===== src/design/scfc_pkg.sv =====
// Shared types, codes and the CRC-16 byte update for the frame checker.
package scfc_pkg;

  // Register indexes on the configuration port
  localparam logic [7:0] REG_SYNC_FIRST  = 8'd0;
  localparam logic [7:0] REG_SYNC_SECOND = 8'd1;

  // CRC-16/CCITT-FALSE constants
  localparam logic [15:0] CRC_INIT = 16'hFFFF;
  localparam logic [15:0] CRC_POLY = 16'h1021;

  // Depth of the queue between front and back
  localparam int unsigned QUEUE_DEPTH = 2;
  localparam int unsigned QPTR_W      = 1;
  localparam int unsigned QCNT_W      = 2;

  // Verdict codes
  typedef enum logic [1:0] {
    STAT_OK   = 2'd0,
    STAT_LINK = 2'd1,
    STAT_SYNC = 2'd2,
    STAT_CRC  = 2'd3
  } status_e;

  // Role of a byte within its frame
  typedef enum logic [1:0] {
    KIND_BODY   = 2'd0,
    KIND_CRC_LO = 2'd1,
    KIND_LAST   = 2'd2
  } kind_e;

  // One classified request passed from front to back
  typedef struct packed {
    logic [7:0] data;
    logic       err;
    logic       sync_bad;
    kind_e      kind;
  } item_t;

  // Fold one byte into the running CRC, MSB first
  function automatic logic [15:0] crc_add_byte(input logic [15:0] crc, input logic [7:0] b);
    logic [15:0] c;
    c = crc ^ {b, 8'h00};
    for (int k = 0; k < 8; k++) begin
      if (c[15]) begin
        c = {c[14:0], 1'b0} ^ CRC_POLY;
      end else begin
        c = {c[14:0], 1'b0};
      end
    end
    return c;
  endfunction

endpackage


===== src/design/sync_crc_frame_checker_unit.sv =====
// Top level of the sync and CRC-16 frame checker.
//
//  channel  direction  handshake                request payload
//  cfg      in         cfg_valid_i/cfg_ready_o  cfg_index_i, cfg_data_i
//  in       in         in_valid_i/in_ready_o    rx_byte_i, link_error_i
//  out      out        out_valid_o/out_ready_i  frame_status_o, computed_crc_o,
//                                               received_crc_o, have_valid_o
//
// One byte per cycle sustained while results are taken; the byte-wide CRC update in the back stage sets it.
// A verdict is registered in the output register when the back end takes the last byte of a frame from the queue.
// Reset clears the frame position, the CRC state and the sticky valid flag.
// A stalled result holds in the output register; the two-entry queue keeps
// taking bytes until it fills. Configuration writes are taken every cycle.
module sync_crc_frame_checker_unit #(
  parameter int unsigned FRAME_BYTES = 32
) (
  input  logic        clk_i,
  input  logic        rst_ni,
  input  logic        cfg_valid_i,
  output logic        cfg_ready_o,
  input  logic [7:0]  cfg_index_i,
  input  logic [7:0]  cfg_data_i,
  input  logic        in_valid_i,
  output logic        in_ready_o,
  input  logic [7:0]  rx_byte_i,
  input  logic        link_error_i,
  output logic        out_valid_o,
  input  logic        out_ready_i,
  output logic [1:0]  frame_status_o,
  output logic [15:0] computed_crc_o,
  output logic [15:0] received_crc_o,
  output logic        have_valid_o
);
  import scfc_pkg::*;

  logic  push_valid, push_ready, pop_valid, pop_ready;
  item_t push_item, pop_item;

  scfc_front #(.FRAME_BYTES(FRAME_BYTES)) u_front (
    .clk_i        (clk_i),
    .rst_ni       (rst_ni),
    .cfg_valid_i  (cfg_valid_i),
    .cfg_ready_o  (cfg_ready_o),
    .cfg_index_i  (cfg_index_i),
    .cfg_data_i   (cfg_data_i),
    .in_valid_i   (in_valid_i),
    .in_ready_o   (in_ready_o),
    .rx_byte_i    (rx_byte_i),
    .link_error_i (link_error_i),
    .push_valid_o (push_valid),
    .push_ready_i (push_ready),
    .push_item_o  (push_item)
  );

  scfc_queue u_queue (
    .clk_i        (clk_i),
    .rst_ni       (rst_ni),
    .push_valid_i (push_valid),
    .push_ready_o (push_ready),
    .push_item_i  (push_item),
    .pop_valid_o  (pop_valid),
    .pop_ready_i  (pop_ready),
    .pop_item_o   (pop_item)
  );

  scfc_back u_back (
    .clk_i          (clk_i),
    .rst_ni         (rst_ni),
    .pop_valid_i    (pop_valid),
    .pop_ready_o    (pop_ready),
    .pop_item_i     (pop_item),
    .out_valid_o    (out_valid_o),
    .out_ready_i    (out_ready_i),
    .frame_status_o (frame_status_o),
    .computed_crc_o (computed_crc_o),
    .received_crc_o (received_crc_o),
    .have_valid_o   (have_valid_o)
  );

endmodule


===== src/design/scfc_front.sv =====
// Front end: accepts bytes, tracks frame position, checks sync bytes.
module scfc_front #(
  parameter int unsigned FRAME_BYTES = 32
) (
  input  logic                clk_i,
  input  logic                rst_ni,
  input  logic                cfg_valid_i,
  output logic                cfg_ready_o,
  input  logic [7:0]          cfg_index_i,
  input  logic [7:0]          cfg_data_i,
  input  logic                in_valid_i,
  output logic                in_ready_o,
  input  logic [7:0]          rx_byte_i,
  input  logic                link_error_i,
  output logic                push_valid_o,
  input  logic                push_ready_i,
  output scfc_pkg::item_t     push_item_o
);
  import scfc_pkg::*;

  localparam int unsigned IdxW = $clog2(FRAME_BYTES);
  localparam logic [IdxW-1:0] IdxLast  = IdxW'(FRAME_BYTES - 1);
  localparam logic [IdxW-1:0] IdxCrcLo = IdxW'(FRAME_BYTES - 2);

  logic [7:0]      sync_first_q, sync_second_q;
  logic [IdxW-1:0] idx_q, idx_d;
  logic            accept;

  // Configuration writes are always taken; unknown indexes drop
  assign cfg_ready_o = 1'b1;

  always_ff @(posedge clk_i or negedge rst_ni) begin
    if (!rst_ni) begin
      sync_first_q  <= 8'h00;
      sync_second_q <= 8'h00;
    end else if (cfg_valid_i) begin
      if (cfg_index_i == REG_SYNC_FIRST) begin
        sync_first_q <= cfg_data_i;
      end else if (cfg_index_i == REG_SYNC_SECOND) begin
        sync_second_q <= cfg_data_i;
      end
    end
  end

  // Accept whenever the queue has room
  assign in_ready_o   = push_ready_i;
  assign push_valid_o = in_valid_i;
  assign accept       = in_valid_i && push_ready_i;

  // Classify the byte by its position
  always_comb begin
    push_item_o.data     = rx_byte_i;
    push_item_o.err      = link_error_i;
    push_item_o.sync_bad = ((idx_q == '0) && (rx_byte_i != sync_first_q)) ||
                           ((idx_q == IdxW'(1)) && (rx_byte_i != sync_second_q));
    if (idx_q == IdxLast) begin
      push_item_o.kind = KIND_LAST;
    end else if (idx_q == IdxCrcLo) begin
      push_item_o.kind = KIND_CRC_LO;
    end else begin
      push_item_o.kind = KIND_BODY;
    end
  end

  // Advance position, wrap after the last byte
  always_comb begin
    idx_d = idx_q;
    if (accept) begin
      idx_d = (idx_q == IdxLast) ? '0 : idx_q + IdxW'(1);
    end
  end

  always_ff @(posedge clk_i or negedge rst_ni) begin
    if (!rst_ni) begin
      idx_q <= '0;
    end else begin
      idx_q <= idx_d;
    end
  end

endmodule


===== src/design/scfc_queue.sv =====
// Short queue of classified requests between front and back.
module scfc_queue (
  input  logic            clk_i,
  input  logic            rst_ni,
  input  logic            push_valid_i,
  output logic            push_ready_o,
  input  scfc_pkg::item_t push_item_i,
  output logic            pop_valid_o,
  input  logic            pop_ready_i,
  output scfc_pkg::item_t pop_item_o
);
  import scfc_pkg::*;

  item_t             slot_q [QUEUE_DEPTH];
  logic [QPTR_W-1:0] wr_q, rd_q;
  logic [QCNT_W-1:0] cnt_q, cnt_d;
  logic              push, pop;

  assign push_ready_o = (cnt_q != QCNT_W'(QUEUE_DEPTH));
  assign pop_valid_o  = (cnt_q != '0);
  assign pop_item_o   = slot_q[rd_q];
  assign push         = push_valid_i && push_ready_o;
  assign pop          = pop_valid_o && pop_ready_i;

  // Track occupancy
  always_comb begin
    cnt_d = cnt_q;
    if (push && !pop) begin
      cnt_d = cnt_q + QCNT_W'(1);
    end else if (pop && !push) begin
      cnt_d = cnt_q - QCNT_W'(1);
    end
  end

  always_ff @(posedge clk_i or negedge rst_ni) begin
    if (!rst_ni) begin
      wr_q  <= '0;
      rd_q  <= '0;
      cnt_q <= '0;
    end else begin
      cnt_q <= cnt_d;
      if (push) begin
        wr_q <= wr_q + QPTR_W'(1);
      end
      if (pop) begin
        rd_q <= rd_q + QPTR_W'(1);
      end
    end
  end

  // Store pushed requests
  always_ff @(posedge clk_i) begin
    if (push) begin
      slot_q[wr_q] <= push_item_i;
    end
  end

endmodule


===== src/design/scfc_back.sv =====
// Back end: runs the CRC, forms the verdict and holds the result register.
module scfc_back (
  input  logic            clk_i,
  input  logic            rst_ni,
  input  logic            pop_valid_i,
  output logic            pop_ready_o,
  input  scfc_pkg::item_t pop_item_i,
  output logic            out_valid_o,
  input  logic            out_ready_i,
  output logic [1:0]      frame_status_o,
  output logic [15:0]     computed_crc_o,
  output logic [15:0]     received_crc_o,
  output logic            have_valid_o
);
  import scfc_pkg::*;

  logic [15:0] crc_q, crc_d;
  logic        err_q, err_d;
  logic        sync_ok_q, sync_ok_d;
  logic [7:0]  lo_q, lo_d;
  logic        seen_q, seen_d;
  logic        out_valid_q, out_valid_d;
  logic        load;
  logic        err_all;
  logic [15:0] rx_crc;
  status_e     status;

  // Take a request when the result register is free or draining
  assign pop_ready_o = !out_valid_q || out_ready_i;
  assign load        = pop_valid_i && pop_ready_o;

  assign err_all = err_q || pop_item_i.err;
  assign rx_crc  = {pop_item_i.data, lo_q};

  // Verdict: link error, then sync, then CRC
  always_comb begin
    if (err_all) begin
      status = STAT_LINK;
    end else if (!sync_ok_q || pop_item_i.sync_bad) begin
      status = STAT_SYNC;
    end else if (rx_crc != crc_q) begin
      status = STAT_CRC;
    end else begin
      status = STAT_OK;
    end
  end

  // Update per-frame state
  always_comb begin
    crc_d       = crc_q;
    err_d       = err_q;
    sync_ok_d   = sync_ok_q;
    lo_d        = lo_q;
    seen_d      = seen_q;
    out_valid_d = out_valid_q && !out_ready_i;
    if (load) begin
      err_d     = err_all;
      sync_ok_d = sync_ok_q && !pop_item_i.sync_bad;
      case (pop_item_i.kind)
        KIND_BODY: begin
          crc_d = crc_add_byte(crc_q, pop_item_i.data);
        end
        KIND_CRC_LO: begin
          lo_d = pop_item_i.data;
        end
        KIND_LAST: begin
          out_valid_d = 1'b1;
          seen_d      = seen_q || (status == STAT_OK);
          crc_d       = CRC_INIT;
          err_d       = 1'b0;
          sync_ok_d   = 1'b1;
          lo_d        = 8'h00;
        end
        default: begin
          crc_d = crc_q;
        end
      endcase
    end
  end

  always_ff @(posedge clk_i or negedge rst_ni) begin
    if (!rst_ni) begin
      crc_q       <= CRC_INIT;
      err_q       <= 1'b0;
      sync_ok_q   <= 1'b1;
      lo_q        <= 8'h00;
      seen_q      <= 1'b0;
      out_valid_q <= 1'b0;
    end else begin
      crc_q       <= crc_d;
      err_q       <= err_d;
      sync_ok_q   <= sync_ok_d;
      lo_q        <= lo_d;
      seen_q      <= seen_d;
      out_valid_q <= out_valid_d;
    end
  end

  // Capture the result on the last byte
  always_ff @(posedge clk_i) begin
    if (load && (pop_item_i.kind == KIND_LAST)) begin
      frame_status_o <= status;
      computed_crc_o <= crc_q;
      received_crc_o <= rx_crc;
      have_valid_o   <= seen_q || (status == STAT_OK);
    end
  end

  assign out_valid_o = out_valid_q;

endmodule


===== config.mk =====
export PLATFORM = sky130hd
export DESIGN_NAME = sync_crc_frame_checker_unit
export DESIGN_NICKNAME = d
export VERILOG_FILES = /design/src/design/scfc_pkg.sv /design/src/design/sync_crc_frame_checker_unit.sv /design/src/design/scfc_front.sv /design/src/design/scfc_queue.sv /design/src/design/scfc_back.sv
export SDC_FILE = /design/constraint.sdc
export NUM_CORES = 1
export LEC_CHECK = 0
export CAP_MARGIN = 5
export CORE_UTILIZATION = 45
export CTS_BUF_LIST = sky130_fd_sc_hd__clkbuf_4
export CTS_CLUSTER_DIAMETER = 100
export DETAILED_ROUTE_END_ITERATION = 12
export DONT_BUFFER_PORTS = 1
export PLACE_DENSITY_LB_ADDON = 0.3
export SETUP_SLACK_MARGIN = 0.5
export SKIP_CTS_REPAIR_TIMING = 1
export SLEW_MARGIN = 20
export SYNTH_ARGS = -nofsm -noshare
export SYNTH_HDL_FRONTEND = slang
export SYNTH_SLANG_ARGS = --single-unit

===== constraint.sdc =====
create_clock -name clk_i -period 2.6 [get_ports clk_i]
set_input_delay 0.13 -clock clk_i [delete_from_list [all_inputs] [get_ports clk_i]]
set_output_delay 0.13 -clock clk_i [all_outputs]
set_load 0.01 [all_outputs]

## Yosys cells after proc, flatten, opt, wreduce, memory -nomap -nowiden

Memories as Yosys holds them, arrays and structs flattened.
Index checks and enable logic that the tools add are counted.

| word-level totals | value |
|---|---|
| register bits after elaboration | 88 |
| latch bits | 0 |
| RAM bits | 24 |
| ROM bits | 0 |
| output and inout bits | 38 |
| logic and storage cells | 113 |
| memories kept | 1 |

| operators by class | value |
|---|---|
| add/sub/neg operators | 5 |
| $mul | 0 |
| divide/modulo/power cells | 0 |
| magnitude comparators | 0 |
| equality and inequality tests | 10 |
| shift-type cells | 0 |
| multiplexer cells | 38 |
| bitwise logic cells | 10 |
| reductions and logical operators | 33 |

Memories:

| name | words | bits a word | read ports | clocked after memory_dff | write ports | RTL line | source |
|---|---|---|---|---|---|---|---|
| u_queue.slot_q | 2 | 12 | 1 | 0 | 1 | scfc_queue.sv:14 | `item_t slot_q [QUEUE_DEPTH];` |

Operators by type and width:

| kind | number |
|---|---|
| two-way mux 16 bit | 14 |
| two-way mux 13 bit | 8 |
| one-hot mux 16 bit (2 select lines) | 1 |
| NOT 3 bit | 8 |
| != test 16 bit | 1 |
| != test 8 bit | 2 |
| one-hot mux 8 bit (2 select lines) | 1 |
| bitwise XOR 16 bit | 1 |
| two-way mux 2 bit | 6 |
| == test 5 bit, second input constant | 2 |
| logical AND 1 bit | 9 |
| == test 8 x 1 -> 1 bit, second input constant | 1 |
| zero test 8 bit | 1 |
| AND reduction 2 bit | 4 |
| nonzero test 2 bit | 4 |
| two-way mux 1 bit | 7 |
| zero test 1 bit | 6 |
| adder 5 x 1 -> 5 bit, second input constant | 1 |
| == test 5 x 1 -> 1 bit, second input constant | 1 |
| zero test 5 bit | 1 |
| logical OR 1 bit | 5 |
| two-way mux 5 bit | 1 |
| zero test 2 bit | 2 |
| AND reduction 3 bit | 1 |
| 7 further kinds | 8 |

## Depth between registers and ports, before layout

An unclocked memory read counts as a cell.

| depth | value |
|---|---|
| word-level depth | 33 |
| gate-level depth with buffers | 9 |

## Hierarchy

Synthesis repeated with hierarchy kept, for this count alone.

| unflattened totals | value |
|---|---|
| cell total of the unflattened synthesis | 332 |
| area, all modules | 4,829.6 µm² |

Modules (own cells, without submodules):

| module | instances | cells each | area an instance (µm²) |
|---|---|---|---|
| scfc_back | 1 | 171 | 2,544.9 |
| scfc_front | 1 | 106 | 1,206.2 |
| scfc_queue | 1 | 55 | 1,078.5 |

## Worst setup path after synthesis

Ideal clock, no wire load.

| path | value |
|---|---|
| kind | register -> register |
| from | register u_queue.rd_q |
| to | register u_back.computed_crc_o[0], enable pin |
| setup time | 0.391 ns |
| arrival time | 1.867 ns |
| path slack | 0.342 ns |
| stages on the path, launching flop included | 7 |
| path through | dfrtp_1 > buf_6 > buf_12 > mux2i_1 > ha_1 > nand2_1 > inv_1 |

| between the ends | value |
|---|---|
| word-level cells in the longest chain between the ends | 3 |

Ends and longest elaborated chain:

| what | RTL line | source |
|---|---|---|
| start: declaration | scfc_queue.sv:15 | `logic [QPTR_W-1:0] wr_q, rd_q;` |
| start signal: assignment | scfc_queue.sv:46 | `rd_q <= rd_q + QPTR_W'(1);` |
| memory (2 x 12 bit) | - |  |
| == test 2 bit | scfc_back.sv:101 | `if (load && (pop_item_i.kind == KIND_LAST)) begin` |
| logical AND 1 bit | scfc_back.sv:101 |  |
| end signal: assignment | scfc_back.sv:103 | `computed_crc_o <= crc_q;` |
| end: declaration | scfc_back.sv:11 | `output logic [15:0] computed_crc_o,` |

No other way between the ends.
A chain may end at the register's enable or synchronous reset.

## Worst setup path in the final report

| path | value |
|---|---|
| from | register u_queue.rd_q |
| to | register u_back.frame_status_o[1] (data pin) |

| between the ends | value |
|---|---|
| word-level cells in the longest chain between the ends | 5 |

Ends and longest elaborated chain:

| what | RTL line | source |
|---|---|---|
| memory (2 x 12 bit) * | - |  |
| != test 16 bit | scfc_back.sv:41 | `end else if (rx_crc != crc_q) begin` |
| two-way mux 2 bit | scfc_back.sv:41 |  |
| two-way mux 2 bit | scfc_back.sv:39 | `end else if (!sync_ok_q \|\| pop_item_i.sync_bad) begin` |
| two-way mux 2 bit * | scfc_back.sv:37 | `if (err_all) begin` |
| net u_back.status[1] | scfc_back.sv:26 | `status_e status;` |
| end signal: assignment | scfc_back.sv:102 | `frame_status_o <= status;` |
| end: declaration | scfc_back.sv:10 | `output logic [1:0] frame_status_o,` |

Mark *: on every way through the listed nets, which the timed path passes. The rest lies on a longest branch.

==> flow_summary.json <==
{
  "status": "finished clean",
  "min-delay-path-class": "in2reg",
  "critPathLaunchType": "flip-flop",
  "clock_latency_ns": 0.45,
  "clk_pin_slew_ns": 0.17,
  "io_buffers": 0,
  "start_util": 0.4604,
  "dieArea_um2": 10930,
  "via_count": 2685,
  "clock_sinks": 112,
  "place_congestion": 0.7880,
  "netlist.area_leader.share": 0.3744,
  "antenna_found_initial": 0,
  "path_class": "reg2reg",
  "syn_nets": 370,
  "min_from": "in_valid_i",
  "antenna_cells": 0,
  "drive_gt1_frac": 0.2520,
  "cts_root_buffer": "clkbuf_4",
  "finalSetupViolations": 0,
  "drc": 0,
  "synth_warnings": 0,
  "maxCapViolCount": 0,
  "postSynthCellCount": 333,
  "core_area_um2": 10280,
  "via_per_inst": 5.193,
  "num_rows": 37,
  "die_h_um": 104.5,
  "ys.flop_type": "edfxtp_1",
  "peakVddDrop_uv": 454.7,
  "r2r-start": "u_queue.rd_q",
  "wl_per_cell_um": 16.48,
  "finalCritPeriodShare": 0.8847,
  "avgSynthCellArea_um2": 14.21,
  "timing.fmax_ghz": 0.4347,
  "grt_overflow": 0,
  "grt_max_degree": 54,
  "drt_wl_total_mm": 8.520,
  "fin_area_um2": 5528,
  "fp.dieW_um": 104.5,
  "synth_edf_count": 59,
  "grt_pass1_wl_mm": 13.68,
  "cts_buffer_depth": 2,
  "hold_viol": 0,
  "yosysSeqAreaShare": 0.6592,
  "htree_levels": 3,
  "netlist_area_um2": 4732,
  "critPathArrivalTime_ns": 2.52,
  "dp.cells": 469,
  "grt_use_total": 0.1629,
  "tightest_slew_ns": 0.6293,
  "post_synth_num_cell_types": 44,
  "place_ws_ns": 0.1570,
  "hpwl_mm": 5.979,
  "ios": 68,
  "cp.required_ns": 2.82,
  "tritoncts": "done",
  "synth_area_leaders": "edfxtp_1 (37%), dfrtp_1 (19%), dfstp_2 (9.4%)",
  "end_kind": "flip-flop",
  "stdcell_count": 517,
  "drtPass1Iterations": 6,
  "placed_cell_area_um2": 4992,
  "fin_nets": 413,
  "synthArstFlopShare": 0.4732,
  "min_period_ns": 2.300,
  "layout_setup_ws_ns": 0.2998,
  "finalClockSkew_ns": 0.01902,
  "rsz0062_at_grt": "true",
  "ant_nets": 0,
  "first_iter_violations": 91,
  "cp_max_fo": 6,
  "yosys.area.top_type": "edfxtp_1",
  "fin_worst_hold_slack_ns": 0.0003232,
  "crit_start": "u_queue.rd_q",
  "cts_buffers": 9,
  "syn2layout_area_growth_pct": 16.82,
  "final_max_slew_viol_count": 0,
  "ys_ff_latch": 112,
  "powerDensity_nw_per_um2": 1237,
  "tns_ns": 0,
  "max_slew_margin": 0.5697,
  "leakagePower_uw": 0.002125,
  "grt_pass1_vias": 2645
}
## cell usage in the layout, fill, tap and decap left out, types with 2 or more instances in the layout
cell type      instances
a21oi_1                9
ha_1                   6
inv_6                  3
nand3_1                2
o31ai_1                8
o21ai_0                7
nor3_1                 2
nand2b_1               3
inv_1                 13
edfxtp_1              59
xnor2_2                4
clkbuf_4               9
mux2i_4                6
nand4_1                6
mux2i_2                3
dfrtp_1               35
buf_12                 2
xnor2_1               40
xor2_1                 8
a31oi_1                7
dfstp_2               17
nor2_1                24
dlygate4sd3_1         19
clkinvlp_4             2
mux2_2                17
and3_1                 2
mux2i_1                2
and2_1                 2
nand2_1               18
or4_4                  2
buf_4                 18
## kinds of logic (layout without fill, tap and decap cells)
group,Yosys count,count (layout),synth area share
compound gates,38,38,0.05077
xor+xnor,53,53,0.09968
fa+ha+maj,7,7,0.01851
buf+inv,23,71,0.02406
flops,112,112,0.6592
mux,29,29,0.07218
other cells,1,1,0.0007925
simple gates,70,70,0.07483
## per-stage QoR
stage	power, uW	utilization
global route	7311	0.5379
global placement	5623	0.4858
detailed placement	5687	0.4858
floorplan	5076	-
CTS	6563	0.4999
finish	6837	0.5379
## power breakdown
part	total [uW]	switching, uW	internal (uW)
combinational	2750	1440	1310
sequential	3220	546	2670
clock	865	561	305
## flip-flops by register name, summed over array words and instances, names as in the netlist
signal / cells
u_back.seen_q: 1
u_back.computed_crc_o: 16
u_back.sync_ok_q: 1
u_back.err_q: 1
u_back.received_crc_o: 16
u_front.sync_second_q: 8
u_queue.rd_q: 1
u_front.idx_q: 5
u_queue.wr_q: 1
u_queue.slot_q: 24
u_back.lo_q: 8
u_back.have_valid_o: 1
u_back.frame_status_o: 2
u_front.sync_first_q: 8
u_back.out_valid_o: 1
u_queue.cnt_q: 2
u_back.crc_q: 16
## layer usage
layer,part of all wire,GRT usage
met1,0.43,0.2074
met2,0.51,0.2715
met3,0.042,0.03493
met4,0.018,0.06531
met5,0,0
## final timing paths
kind / to / slack [ns] / depth (start not counted)
min in group asynchronous: u_back.out_valid_o / 0.19 / 2
worst min register to register: u_back.seen_q / 0.50 / 1
worst min-delay path: u_queue.wr_q / 0.0003 / 2
max in group asynchronous: u_back.crc_q[10] / 2.11 / 2
worst max-delay path: u_back.frame_status_o[1] / 0.30 / 6
worst max register to register: u_back.frame_status_o[1] / 0.30 / 6
## worst max-delay path, cell delays in order, from the launching register on
cell,delay (ns)
dfrtp_2,0.48
buf_12,0.16
mux2i_4,0.32
xnor2_4,0.11
or4_4,0.50
nor4_4,0.38
a21boi_1,0.11
## Yosys cell counts (all sizes together), types with 2 or more instances
cell type  instances
nand2b             4
nand4              6
and2               2
nor4               2
o21ai              8
nor2              24
and3               2
nor3               2
mux2              18
nand2             19
inv               14
xor2               8
dfrtp             36
or4                2
edfxtp            59
ha                 7
dfstp             17
a21oi              9
buf                3
o31ai              8
xnor2             45
nand3              2
a31oi              7
mux2i             11
clkbuf             6
## layout make-up
| class | instances | area [um^2] |
|---|---|---|
| Tap cell | 136 | 170.2 |
| Fill cell | 866 | 4750 |
| Clock buffer | 9 | 67.56 |
| Sequential cell | 112 | 3120 |
| Clock inverter | 7 | 77.57 |
| Multi-Input combinational cell | 198 | 1628 |
| Inverter | 14 | 56.30 |
| Timing Repair Buffer | 41 | 407.9 |
(Power assumes the default switching activity.)
